## src/design/assert_macros.svh

```systemverilog
// ----------------------------------------------------------------------------
// assert_macros
// Assertion helper macros used by lsf_back.
// ----------------------------------------------------------------------------
`ifndef ASSERT_MACROS_SVH
`define ASSERT_MACROS_SVH
`ifndef ASSERT_OFF
`define ASSERT_IMPL(label, clk, rst_n, prop) \
  label: assert property (@(posedge clk) disable iff (!rst_n) (prop)) \
    else $error("assertion failed");
`define ASSERT_NEVER(label, clk, rst_n, cond) \
  label: assert property (@(posedge clk) disable iff (!rst_n) !(cond)) \
    else $error("forbidden condition");
`else
`define ASSERT_IMPL(label, clk, rst_n, prop)
`define ASSERT_NEVER(label, clk, rst_n, cond)
`endif
`endif

```

## src/design/lsf_pkg.sv

```systemverilog
// ----------------------------------------------------------------------------
// lsf_pkg
// Shared types and codes for the learning switch forwarder.
// ----------------------------------------------------------------------------
package lsf_pkg;

  localparam int KEY_W = 64;

  typedef enum logic [1:0] {
    DROP_NONE     = 2'd0,
    DROP_FILTERED = 2'd1,
    DROP_HOPPED   = 2'd2,
    DROP_SAMEPORT = 2'd3
  } drop_t;

  // classified word handed from front to back
  typedef struct packed {
    logic             flush;
    logic             filtered;
    logic             bcast;
    logic [2:0]       port;
    logic [KEY_W-1:0] src;
    logic [KEY_W-1:0] dst;
  } job_t;

  localparam int JOB_W = $bits(job_t);

endpackage

```

## src/design/learning_switch_forwarder.sv

```systemverilog
// ----------------------------------------------------------------------------
// learning_switch_forwarder
// Learning bridge address table: learns sources, forwards by destination.
// ----------------------------------------------------------------------------
// Use:
//   in_  : one word per packet or flush request (mode in tuser).
//   out_ : one result word per input word, in order.
//   cfg_ : write port_enable with cfg_wr_en/cfg_wr_data while idle.
// A packet runs up to two sequential table searches (one entry read per cycle
//   from the table memory port); a flush runs one sweep of the table; a
//   filtered word goes straight to the result.
// A two-word queue sits in front of the table sequencer, so new words are
//   taken while a result waits. The result stays in its register until
//   out_tready; the sequencer holds meanwhile.
// Reset clears all valid marks at once and port_enable to zero.
// ----------------------------------------------------------------------------
module learning_switch_forwarder
  import lsf_pkg::*;
#(
  parameter int TABLE_ENTRIES = 64,
  parameter int PORT_COUNT    = 8
) (
  input  logic         clk,
  input  logic         rst_n,
  input  logic         in_tvalid,
  output logic         in_tready,
  // tdata: ingress_port[2:0], source_key[66:3], dest_key[130:67],
  //        dest_is_broadcast[131], filter_pass[132], zero fill
  input  logic [135:0] in_tdata,
  // tuser: mode
  input  logic         in_tuser,
  output logic         out_tvalid,
  input  logic         out_tready,
  // tdata: forward_mask[7:0], drop_reason[9:8], learned[10],
  //        table_full[11], flushed_count[18:12], zero fill
  output logic [23:0]  out_tdata,
  input  logic         cfg_wr_en,
  input  logic [7:0]   cfg_wr_data
);

  logic [7:0] port_enable_r;
  logic       job_valid, job_ready;
  job_t       job;
  logic [7:0] mask;
  drop_t      reason;
  logic       learned, full;
  logic [6:0] flushed;

  always_ff @(posedge clk) begin
    if (!rst_n) begin
      port_enable_r <= '0;
    end else if (cfg_wr_en) begin
      port_enable_r <= cfg_wr_data;
    end
  end

  lsf_front u_front (
    .clk, .rst_n,
    .in_valid (in_tvalid), .in_ready (in_tready),
    .in_port  (in_tdata[2:0]), .in_mode (in_tuser),
    .in_src   (in_tdata[66:3]), .in_dst (in_tdata[130:67]),
    .in_bcast (in_tdata[131]), .in_pass (in_tdata[132]),
    .job_valid, .job_ready, .job
  );

  lsf_back #(.TABLE_ENTRIES(TABLE_ENTRIES), .PORT_COUNT(PORT_COUNT)) u_back (
    .clk, .rst_n, .port_enable (port_enable_r),
    .job_valid, .job_ready, .job,
    .res_valid (out_tvalid), .res_ready (out_tready),
    .res_mask (mask), .res_reason (reason), .res_learned (learned),
    .res_full (full), .res_flushed (flushed)
  );

  assign out_tdata = {5'd0, flushed, full, learned, reason, mask};

endmodule

```

## src/design/lsf_front.sv

```systemverilog
// ----------------------------------------------------------------------------
// lsf_front
// Accepts input words, classifies them and holds them in a short queue.
// ----------------------------------------------------------------------------
module lsf_front
  import lsf_pkg::*;
(
  input  logic       clk,
  input  logic       rst_n,
  input  logic       in_valid,
  output logic       in_ready,
  input  logic [2:0] in_port,
  input  logic       in_mode,
  input  logic [KEY_W-1:0] in_src,
  input  logic [KEY_W-1:0] in_dst,
  input  logic       in_bcast,
  input  logic       in_pass,
  output logic       job_valid,
  input  logic       job_ready,
  output job_t       job
);

  job_t       q_r [2];
  logic       wp_r, wp_nxt, rp_r, rp_nxt;
  logic [1:0] cnt_r, cnt_nxt;
  job_t       cls;
  logic       push, pop;

  always_comb begin
    cls.flush    = in_mode;
    cls.filtered = !in_mode && !in_pass;
    cls.bcast    = in_bcast;
    cls.port     = in_port;
    cls.src      = in_src;
    cls.dst      = in_dst;
  end

  assign in_ready  = (cnt_r != 2'd2);
  assign job_valid = (cnt_r != 2'd0);
  assign job       = q_r[rp_r];
  assign push      = in_valid && in_ready;
  assign pop       = job_valid && job_ready;
  assign wp_nxt    = wp_r ^ push;
  assign rp_nxt    = rp_r ^ pop;
  assign cnt_nxt   = cnt_r + {1'b0, push} - {1'b0, pop};

  always_ff @(posedge clk) begin
    if (push) begin
      q_r[wp_r] <= cls;
    end
  end

  always_ff @(posedge clk) begin
    if (!rst_n) begin
      wp_r  <= 1'b0;
      rp_r  <= 1'b0;
      cnt_r <= 2'd0;
    end else begin
      wp_r  <= wp_nxt;
      rp_r  <= rp_nxt;
      cnt_r <= cnt_nxt;
    end
  end

endmodule

```

## src/design/lsf_back.sv

```systemverilog
// ----------------------------------------------------------------------------
// lsf_back
// Sequencer over the station table: source search, learning, destination
// search and flush sweep, one entry a cycle.
// ----------------------------------------------------------------------------
`include "assert_macros.svh"
module lsf_back
  import lsf_pkg::*;
#(
  parameter int TABLE_ENTRIES = 64,
  parameter int PORT_COUNT    = 8
) (
  input  logic       clk,
  input  logic       rst_n,
  input  logic [7:0] port_enable,
  input  logic       job_valid,
  output logic       job_ready,
  input  job_t       job,
  output logic       res_valid,
  input  logic       res_ready,
  output logic [7:0] res_mask,
  output drop_t      res_reason,
  output logic       res_learned,
  output logic       res_full,
  output logic [6:0] res_flushed
);

  localparam int IW = (TABLE_ENTRIES > 1) ? $clog2(TABLE_ENTRIES) : 1;
  localparam int CW = IW + 1;
  localparam logic [CW-1:0] LAST = CW'(TABLE_ENTRIES - 1);
  localparam logic [7:0] LIMIT =
    (PORT_COUNT >= 8) ? 8'hFF : 8'((9'd1 << PORT_COUNT) - 9'd1);

  typedef enum logic [5:0] {
    S_IDLE  = 6'b000001,
    S_SRC   = 6'b000010,
    S_DST   = 6'b000100,
    S_FLUSH = 6'b001000,
    S_READ  = 6'b010000,
    S_OUT   = 6'b100000
  } state_t;

  state_t state_r, state_nxt;
  logic [TABLE_ENTRIES-1:0] valid_r;
  logic [KEY_W-1:0] key_mem [TABLE_ENTRIES];
  logic [2:0]       port_mem [TABLE_ENTRIES];
  job_t             job_r;
  logic [CW-1:0]    idx_r;
  logic [IW-1:0]    ai;
  logic [KEY_W-1:0] rkey_r;
  logic [2:0]       rport_r;
  logic             rvalid_r;
  logic [IW-1:0]    ridx_r;
  logic             rlast_r;
  logic             hit_r, free_f_r;
  logic [IW-1:0]    free_i_r;
  logic [2:0]       hport_r;
  logic [7:0]       mask_r;
  drop_t            reason_r;
  logic             learned_r, full_r;
  logic [6:0]       flushed_r;
  logic             scanning, match, rd_en, issue;
  logic [KEY_W-1:0] want;

  assign ai        = idx_r[IW-1:0];
  assign job_ready = (state_r == S_IDLE);
  assign res_valid = (state_r == S_OUT);
  assign res_mask  = mask_r;
  assign res_reason = reason_r;
  assign res_learned = learned_r;
  assign res_full    = full_r;
  assign res_flushed = flushed_r;
  assign scanning  = (state_r == S_SRC) || (state_r == S_DST) || (state_r == S_FLUSH);
  assign rd_en     = scanning && !hit_r;
  assign issue     = rd_en && (idx_r <= LAST);
  assign want      = (state_r == S_DST) ? job_r.dst : job_r.src;

  // registered table read, one entry a cycle, and write of a learnt key in S_READ
  always_ff @(posedge clk) begin
    rkey_r  <= key_mem[ai];
    rport_r <= port_mem[ai];
    if (state_r == S_READ && learned_r) begin
      key_mem[free_i_r]  <= job_r.src;
      port_mem[free_i_r] <= job_r.port;
    end
  end

  assign match = rvalid_r && (rkey_r == want);

  always_comb begin
    state_nxt = state_r;
    unique case (state_r)
      S_IDLE:  if (job_valid) begin
        if (job.flush) state_nxt = S_FLUSH;
        else if (job.filtered) state_nxt = S_OUT;
        else state_nxt = S_SRC;
      end
      S_SRC, S_DST, S_FLUSH: state_nxt = state_r;
      S_READ:  state_nxt = S_OUT;
      S_OUT:   if (res_ready) state_nxt = S_IDLE;
      default: state_nxt = S_IDLE;
    endcase
  end

  // pipeline: the issue stage reads entry idx into rkey_r/rport_r; the evaluate stage sees the data (rvalid_r/ridx_r)
  always_ff @(posedge clk) begin
    if (!rst_n) begin
      state_r  <= S_IDLE;
      valid_r  <= '0;
      rvalid_r <= 1'b0;
      learned_r <= 1'b0;
    end else begin
      rvalid_r <= issue && valid_r[ai];
      rlast_r  <= issue && (idx_r == LAST);
      if (issue) ridx_r <= ai;
      priority case (1'b1)
        state_r == S_IDLE: begin
          if (job_valid) begin
            job_r     <= job;
            idx_r     <= '0;
            hit_r     <= 1'b0;
            free_f_r  <= 1'b0;
            free_i_r  <= '0;
            mask_r    <= '0;
            reason_r  <= job.filtered ? DROP_FILTERED : DROP_NONE;
            learned_r <= 1'b0;
            full_r    <= 1'b0;
            flushed_r <= '0;
          end
          state_r <= state_nxt;
        end
        scanning: begin
          // issue stage
          if (issue) idx_r <= idx_r + CW'(1);
          // evaluate stage
          if (idx_r != '0 && !hit_r) begin
            if (state_r == S_FLUSH) begin
              if (rvalid_r && rport_r == job_r.port) begin
                valid_r[ridx_r] <= 1'b0;
                if (flushed_r != 7'd127) flushed_r <= flushed_r + 7'd1;
              end
            end else begin
              if (state_r == S_SRC && !valid_r[ridx_r] && !free_f_r &&
                  !(rvalid_r)) begin
                free_f_r <= 1'b1;
                free_i_r <= ridx_r;
              end
              if (match) begin
                hit_r   <= 1'b1;
                hport_r <= rport_r;
              end
            end
          end
          if (idx_r > LAST && !rlast_r && (hit_r || !match || state_r == S_FLUSH)) begin
            // scan finished (or stopped on a hit): resolve
            unique case (state_r)
              S_FLUSH: state_r <= S_OUT;
              S_SRC: begin
                if (hit_r) begin
                  if (hport_r != job_r.port) begin
                    reason_r <= DROP_HOPPED;
                    state_r  <= S_OUT;
                  end else state_r <= S_READ;
                end else if (free_f_r) begin
                  valid_r[free_i_r] <= 1'b1;
                  learned_r <= 1'b1;
                  state_r   <= S_READ;
                end else begin
                  full_r  <= 1'b1;
                  state_r <= S_READ;
                end
              end
              default: begin
                if (hit_r) begin
                  if (hport_r != job_r.port) mask_r <= 8'(9'd1 << hport_r);
                  else reason_r <= DROP_SAMEPORT;
                end else begin
                  mask_r <= port_enable & ~8'(9'd1 << job_r.port) & LIMIT;
                end
                state_r <= S_OUT;
              end
            endcase
          end else if (hit_r && state_r != S_FLUSH) begin
            idx_r <= LAST + CW'(1);
          end
        end
        state_r == S_READ: begin
          // write of learnt key lands this cycle; start destination scan or finish a broadcast
          idx_r <= '0;
          hit_r <= 1'b0;
          if (job_r.bcast) begin
            mask_r  <= port_enable & ~8'(9'd1 << job_r.port) & LIMIT;
            state_r <= S_OUT;
          end else begin
            state_r <= S_DST;
          end
        end
        default: state_r <= state_nxt;
      endcase
    end
  end

  `ASSERT_IMPL(a_ready_idle, clk, rst_n, job_ready |-> res_valid == 1'b0)
  `ASSERT_IMPL(a_out_hold, clk, rst_n, (res_valid && !res_ready) |=> res_valid)
  `ASSERT_NEVER(a_learn_drop, clk, rst_n, res_valid && res_learned && res_full)

endmodule
```

## config.mk

```make
export PLATFORM = sky130hd
export DESIGN_NAME = learning_switch_forwarder
export DESIGN_NICKNAME = d
export VERILOG_FILES = /design/src/design/lsf_pkg.sv /design/src/design/learning_switch_forwarder.sv /design/src/design/lsf_front.sv /design/src/design/lsf_back.sv
export VERILOG_INCLUDE_DIRS = /design/src /design/src/design
export SDC_FILE = /design/constraint.sdc
export NUM_CORES = 2
export LEC_CHECK = 0
export ABC_CLOCK_PERIOD_IN_PS = 13900
export BUFFER_PORTS_ARGS = -buffer_cell sky130_fd_sc_hd__buf_2
export CAP_MARGIN = 20
export CORE_MARGIN = 3
export CORE_UTILIZATION = 45
export DETAILED_ROUTE_END_ITERATION = 12
export GPL_ROUTABILITY_DRIVEN = 0
export PLACE_DENSITY = 0.66
export SLEW_MARGIN = 25
export SYNTH_ARGS = -nofsm -noshare
export SYNTH_HDL_FRONTEND = slang
export SYNTH_MEMORY_MAX_BITS = 65536
export SYNTH_SLANG_ARGS = --single-unit
```

## constraint.sdc

```tcl
create_clock -name clk -period 13.9 [get_ports clk]
set_input_delay 2.78 -clock clk [delete_from_list [all_inputs] [get_ports clk]]
set_output_delay 2.78 -clock clk [all_outputs]
set_load 0.02 [all_outputs]
```

# Yosys cells after proc, flatten, opt, wreduce, memory -nomap -nowiden
# Memories as Yosys holds them, arrays and structs flattened. A register that Yosys moved wholly into a read port is not among the register bits.
# Index checks and enable logic that the tools add are counted.
op_classes:
  addsub: 4
  n_lt_le_gt_ge: 7
  eq_ne: 25
  shifts: 2
  muxes: 99
  bitwise_logic: 9
  reduce_logical: 59
ops:
  columns: ["operator", "count"]
  rows:
  - ["$mux 64", 11]
  - ["$mux 6", 18]
  - ["$mux 7", 13]
  - ["$mux 8", 9]
  - ["$and 64x64->64", 1]
  - ["$eq 64x64->1", 1]
  - ["$not 64->64", 1]
  - ["$or 64x64->64", 1]
  - ["$mux 1", 34]
  - ["$reduce_and 6->1", 4]
  - ["$reduce_bool 2->1", 11]
  - ["$lt 6x7->1 const B", 3]
  - ["$reduce_and 7->1", 3]
  - ["$logic_and 1x1->1", 19]
  - ["$ne 3x3->1 const B", 6]
  - ["$pmux 6 s3", 1]
  - ["$mux 2", 8]
  - ["$shl 1x3->8 const A", 2]
  - ["$add 7x1->7 const B", 2]
  - ["$bmux 1 s6", 2]
  - ["$demux 1 s6", 2]
  - ["$ge 6x1->1 const B", 2]
  - ["$and 8x8->8", 1]
  - ["$logic_not 1->1", 8]
  - ["31 further kinds", 42]
totals:
  ff_bits: 259
  ram_bits: 4556
  input_bits: 150
  output_inout_bits: 26
  wordCells: 231
  n_memories: 3
memory_table:
  columns: ["name", "words", "word_bits", "read_ports", "rd_ports_with_merged_regs", "wr", "line", "text"]
  rows:
  - ["u_back.key_mem", 64, 64, 1, 1, 1, "lsf_back.sv:45", "logic [KEY_W-1:0] key_mem [TABLE_ENTRIES];"]
  - ["u_front.q_r", 2, 134, 1, 1, 1, "lsf_front.sv:23", "job_t q_r [2];"]
  - ["u_back.port_mem", 64, 3, 1, 1, 1, "lsf_back.sv:46", "logic [2:0] port_mem [TABLE_ENTRIES];"]

# Depth between registers and ports, before layout
depth:
  word_depth: 17
  mapped_depth: 15
  ltp_nobuf: 10

# Cells and area by module
# Synthesis repeated with hierarchy kept, for this count alone.
unflattened:
  cells_unflattened: 7680
  area_unflattened_um2: 185910.8
by_module_without_submodules:
  columns: ["mod", "instances", "cells_per_inst", "area_per_inst_um2", "seq_area_each_um2"]
  rows:
  - ["lsf_back", 1, 7200, 175379.5, 136801.2]
  - ["lsf_front", 1, 447, 10173.5, 8147.8]
  - ["learning_switch_forwarder", 1, 33, 357.8, 160.2]

# Worst setup path after synthesis
# Ideal clock, no wire load.
synth_timing:
  path_type: "input to register"
  from: "in in_tvalid"
  to: "mem u_front.q_r[1][0] in the netlist's numbering (enable)"
  setup_ps: 510
  arrival_ps: 6077
  required_ps: 13390
  setup_slack_ps: 7313
  cell_stages: 2
  path_buffers: 0
  cell_sequence: "and2_1 > ha_1"
synth_via:
  elab_chain_cells: 3
synth_lines:
  columns: ["item", "line", "text"]
  rows:
  - ["start, declared", "learning_switch_forwarder.sv:25", "input logic in_tvalid,"]
  - ["$logic_and 1x1->1", "lsf_front.sv:41", "assign push = in_valid && in_ready;"]
  - ["$mux 1", "lsf_front.sv:48", "if (push) begin"]
  - ["$mux 1 (implied by the code)", "lsf_front.sv:49", "q_r[wp_r] <= cls;"]
  - ["end, declared", "lsf_front.sv:23", null]
# No other way between the ends.

# Worst setup path in the final report
layout_timing:
  from: "reg u_back.state_r[5]"
  to: "reg u_back.valid_r[63]"
layout_via:
  elab_chain_cells: 11
  elab_cells_between_ends: 25
  cone_classes: "eq/ne (5); mux (10); bitwise (2); reduce/logical (8)"
layout_lines:
  columns: ["item", "line", "text"]
  rows:
  - ["start, declared", "lsf_back.sv:43", "state_t state_r, state_nxt;"]
  - ["start signal, assigned", "lsf_back.sv:130", "state_r <= state_nxt;"]
  - ["start signal, assigned", "lsf_back.sv:198", "default: state_r <= state_nxt;"]
  - ["$eq 6x4->1", "lsf_back.sv:73, lsf_back.sv:137, lsf_back.sv:154", null]
  - ["$mux 64", "lsf_back.sv:137", "if (state_r == S_FLUSH) begin"]
  - ["$mux 64", "lsf_back.sv:136", "if (idx_r != '0 && !hit_r) begin"]
  - ["$mux 64 (2 in a row)", "lsf_back.sv:116", "priority case (1'b1)"]
  - ["$mux 64", "lsf_back.sv:107", "if (!rst_n) begin"]
  - ["$or 64x64->64 (no source line)", null, null]
  - ["$mux 64", "lsf_back.sv:164", "end else if (free_f_r) begin"]
  - ["$mux 64", "lsf_back.sv:159", "if (hit_r) begin"]
  - ["$mux 64", "lsf_back.sv:156", "unique case (state_r)"]
  - ["$mux 64", "lsf_back.sv:154", "if (idx_r > LAST && !rlast_r && (hit_r || !match || state_r == S_FLUSH)) begin"]
  - ["end signal, assigned", "lsf_back.sv:109", "valid_r <= '0;"]
  - ["end signal, assigned by index", "lsf_back.sv:139", "valid_r[ridx_r] <= 1'b0;"]
  - ["end signal, assigned by index", "lsf_back.sv:165", "valid_r[free_i_r] <= 1'b1;"]
  - ["end, declared", "lsf_back.sv:44", "logic [TABLE_ENTRIES-1:0] valid_r;"]
# Parallel ways exist; a longest one is shown, timed or not. The select of a mux whose other input is x is not followed.
# A chain may end at the register's enable or synchronous reset.

==> metrics.csv <==
metric,value,unit
Worst setup EP type,flop,
worst clock skew,0.0911,ns
largest cells by area after synthesis,"edfxtp_1 (76%), mux4_2 (17%), dfxtp_1 (1.6%), mux2_2 (0.81%), clkbuf_1 (0.59%)",
Synth Warn #,0,
Synth top area share,76.2,%
register area share after synthesis,77.8,%
Core Rows,235,
Num CTS Buffers,477,
Max IR drop VDD,0.000136,V
Area Growth Syn to Fin,13.2,%
Post-Route WL,505,mm
Finish-stage setup viols,0,
Leakage Power,65.0,nW
"Hold Violations, Final",0,
All-Layer GR Usage,23.7,%
"Req. time, crit path",14.73,ns
vias in the first global route,89600,
MaxCap Viol Count,0,
CTS sink count,4883,
clock transition at the registers of the reported paths,0.07,ns
Die Height,650,µm
reg-to-reg critical path endpoint,u_back.valid_r[63]$_SDFFE_PN0P_,
critical setup path kind,flop to flop,
PostCTS Resize Cnt,0,
DRT iter0 DRCs,13400,
"Setup Fix Bufs, Post-CTS",0,
Synth Register Bits,4883,
DP Wirelength,272,mm
"area leader, netlist",edfxtp_1,
CTS root buf,clkbuf_16,
Worst Path Max Fanout,65,
top_reg_cell synth,edfxtp_1,
Initial Utilization,45.3,%
DIE AREA,422000,µm²
r2r setup slk,7.01,ns
GRT overflow,0,
HP Class,flop to flop,
Hold Path Origin,u_back.rport_r[0]$_DFF_P_,
sequential power share,48.8,%
"antenna viol nets, final",0,
Startpoint Class,flop,
Max Fclk,145,MHz
Netlist cell types,79,
layout cell share with drive strength beyond 1,32.8,%
Bufs on Longest Clock Path,4,
Post-synth ARST share,0,%
Final Util,51.3,%
Post-Syn Area,187000,µm²
CP Data Arrival Time,7.72,ns
clock share of power,35.5,%
Pre-antenna DRT Iters,7,
Post-synth EDFFs,4731,
crit path to,u_back.valid_r[63]$_SDFFE_PN0P_,
period utilization,49.6,%
first-pass GRT wire length,702,mm
CP startpoint,u_back.state_r[5]$_SDFFE_PN0P_,
FF-to-FF path depth,13,
drt wl/cell,35.5,µm
Avg Inst Size Synth,23.8,µm²
Die W,650,µm
core footprint,411000,µm²
via count,90100,
H-Tree Depth,5,
CTS Hold Bufs,0,
max-slew violations,0,
Nets,8487,
unrepaired setup endpoints after global routing,no,
combinational share of power,15.7,%
post-synthesis cell count,7821,
Net Sw Frac,25.7,%
routed vias/inst,6.33,
most frequent cells after synthesis,"edfxtp_1 (4731), mux4_2 (1429), clkbuf_1 (295), dfxtp_1 (152), mux2_2 (134)",
I/O pins,176,
post-route DRC violation count,0,
TritonCTS clock tree,built,
worst relative slew slack,20.2,%
worst slew pin tran,1.20,ns
switching power,9.36,mW
initial antenna violation count,33,
largest net degree at the start of global routing,149,
P_int,27.0,mW
PortBufs,167,
Worst-Skew Late Latency,1.06,ns
Reg-to-Reg Start,u_back.state_r[5]$_SDFFE_PN0P_,
status,completed,
most frequent cell after synthesis,edfxtp_1,
Tmin final,6.89,ns
Power Density,172,nW/µm²
setup TNS,0,ns
[metal layers]
layer	vias to the layer above	GRT usage, %	share of wire, %	routed length, µm
li1	34700	-	-	-
met1	48800	32.5	37	187000
met2	5622	36.8	47	239000
met3	957	5.38	11	56400
met4	6	9.74	4.5	22800
met5	-	0	0.0069	35
[layout make-up]
type | count | area, µm²
Tap cell | 5451 | 6820
Multi-Input combinational cell | 2485 | 40100
Clock buffer | 617 | 12800
Timing Repair Buffer | 450 | 3190
Fill cell | 31200 | 200000
Sequential cell | 4883 | 145000
Antenna cell | 38 | 95.1
Clock inverter | 278 | 2900
Inverter | 33 | 139
[kinds of logic after synthesis]
logic type      share of synthesized area, %
other cells                          0.00201
xor+xnor                               0.193
mux                                     18.3
fa+ha+maj                             0.0470
simple gates                            1.52
flops                                   77.8
compound gates                          1.19
buf+inv                                 1.00
[worst max-delay path, stage by stage (launching register included)]
cell	delay [ns]
dfxtp_1	0.38
or4_2	0.68
buf_4	0.32
nor2_8	0.56
buf_4	0.64
mux2i_1	0.72
o22ai_1	0.20
or4_1	0.53
nor4_2	0.88
buf_4	0.26
nand4_2	0.22
nand2_2	0.13
buf_4	0.73
o21ai_0	0.24
[cells in the final DEF, fill, tap and decap left out, types with 35 or more instances in the layout]
master     instances
mux4_2          1429
clkbuf_1         109
nor2_1            50
dfxtp_1          151
mux2_2           134
edfxtp_1        4731
diode_2           38
mux2i_1           35
nand2_1          127
o21ai_2           50
clkinv_2         109
nor2_4            64
clkinv_1          86
o21ai_0           51
bufinv_16         45
o211ai_1          73
clkbuf_16        483
buf_2            167
buf_4            262
[per-stage QoR]
stage                     area, µm²  std cells  power, mW  setup slack, ns  hold WS, ns
after floorplan              187000       7825       21.6             7.31        0.424
after global placement       195000      13300       23.6             7.43        0.438
after detailed placement     195000      13300       23.7             7.35        0.458
after CTS                    211000      14200       36.5             7.35        0.474
after global routing         211000      14200       37.4             6.97        0.488
final                        211000      14200       36.4             7.01        0.475
[flip-flops by register name, summed over array words and instances (netlist names), 3 cells and up, named ones only]
name                count
u_front.q_r           268
u_back.res_flushed      7
u_back.free_i_r         6
u_back.rkey_r          64
u_back.res_mask         8
u_back.valid_r         64
port_enable_r           8
u_back.key_mem       4096
u_back.state_r          6
u_back.rport_r          3
u_back.job_r          132
u_back.idx_r            7
u_back.ridx_r           6
u_back.port_mem       192
u_back.hport_r          3
[worst min-delay path by stage]
stage                                        endpoint  slack (ns)  depth (start not counted)
final                     u_back.hport_r[0]$_DFFE_PP_        0.47                          0
after detailed placement  u_back.hport_r[0]$_DFFE_PP_        0.46                          0
after global placement    u_back.hport_r[0]$_DFFE_PP_        0.44                          0
after global routing      u_back.hport_r[0]$_DFFE_PP_        0.49                          0
after CTS                 u_back.hport_r[0]$_DFFE_PP_        0.47                          0
after floorplan            u_back.ridx_r[2]$_DFFE_PP_        0.42                          0
[power by group through the flow]
stage,clock network [mW],registers [mW],logic (mW)
after floorplan,0,18.2,3.37
after global placement,0,18.0,5.58
after detailed placement,0,18.0,5.70
after CTS,13.1,17.7,5.72
after global routing,13.7,17.7,6.02
final,12.9,17.7,5.71
No activity file was read; power rests on OpenSTA's default activity.
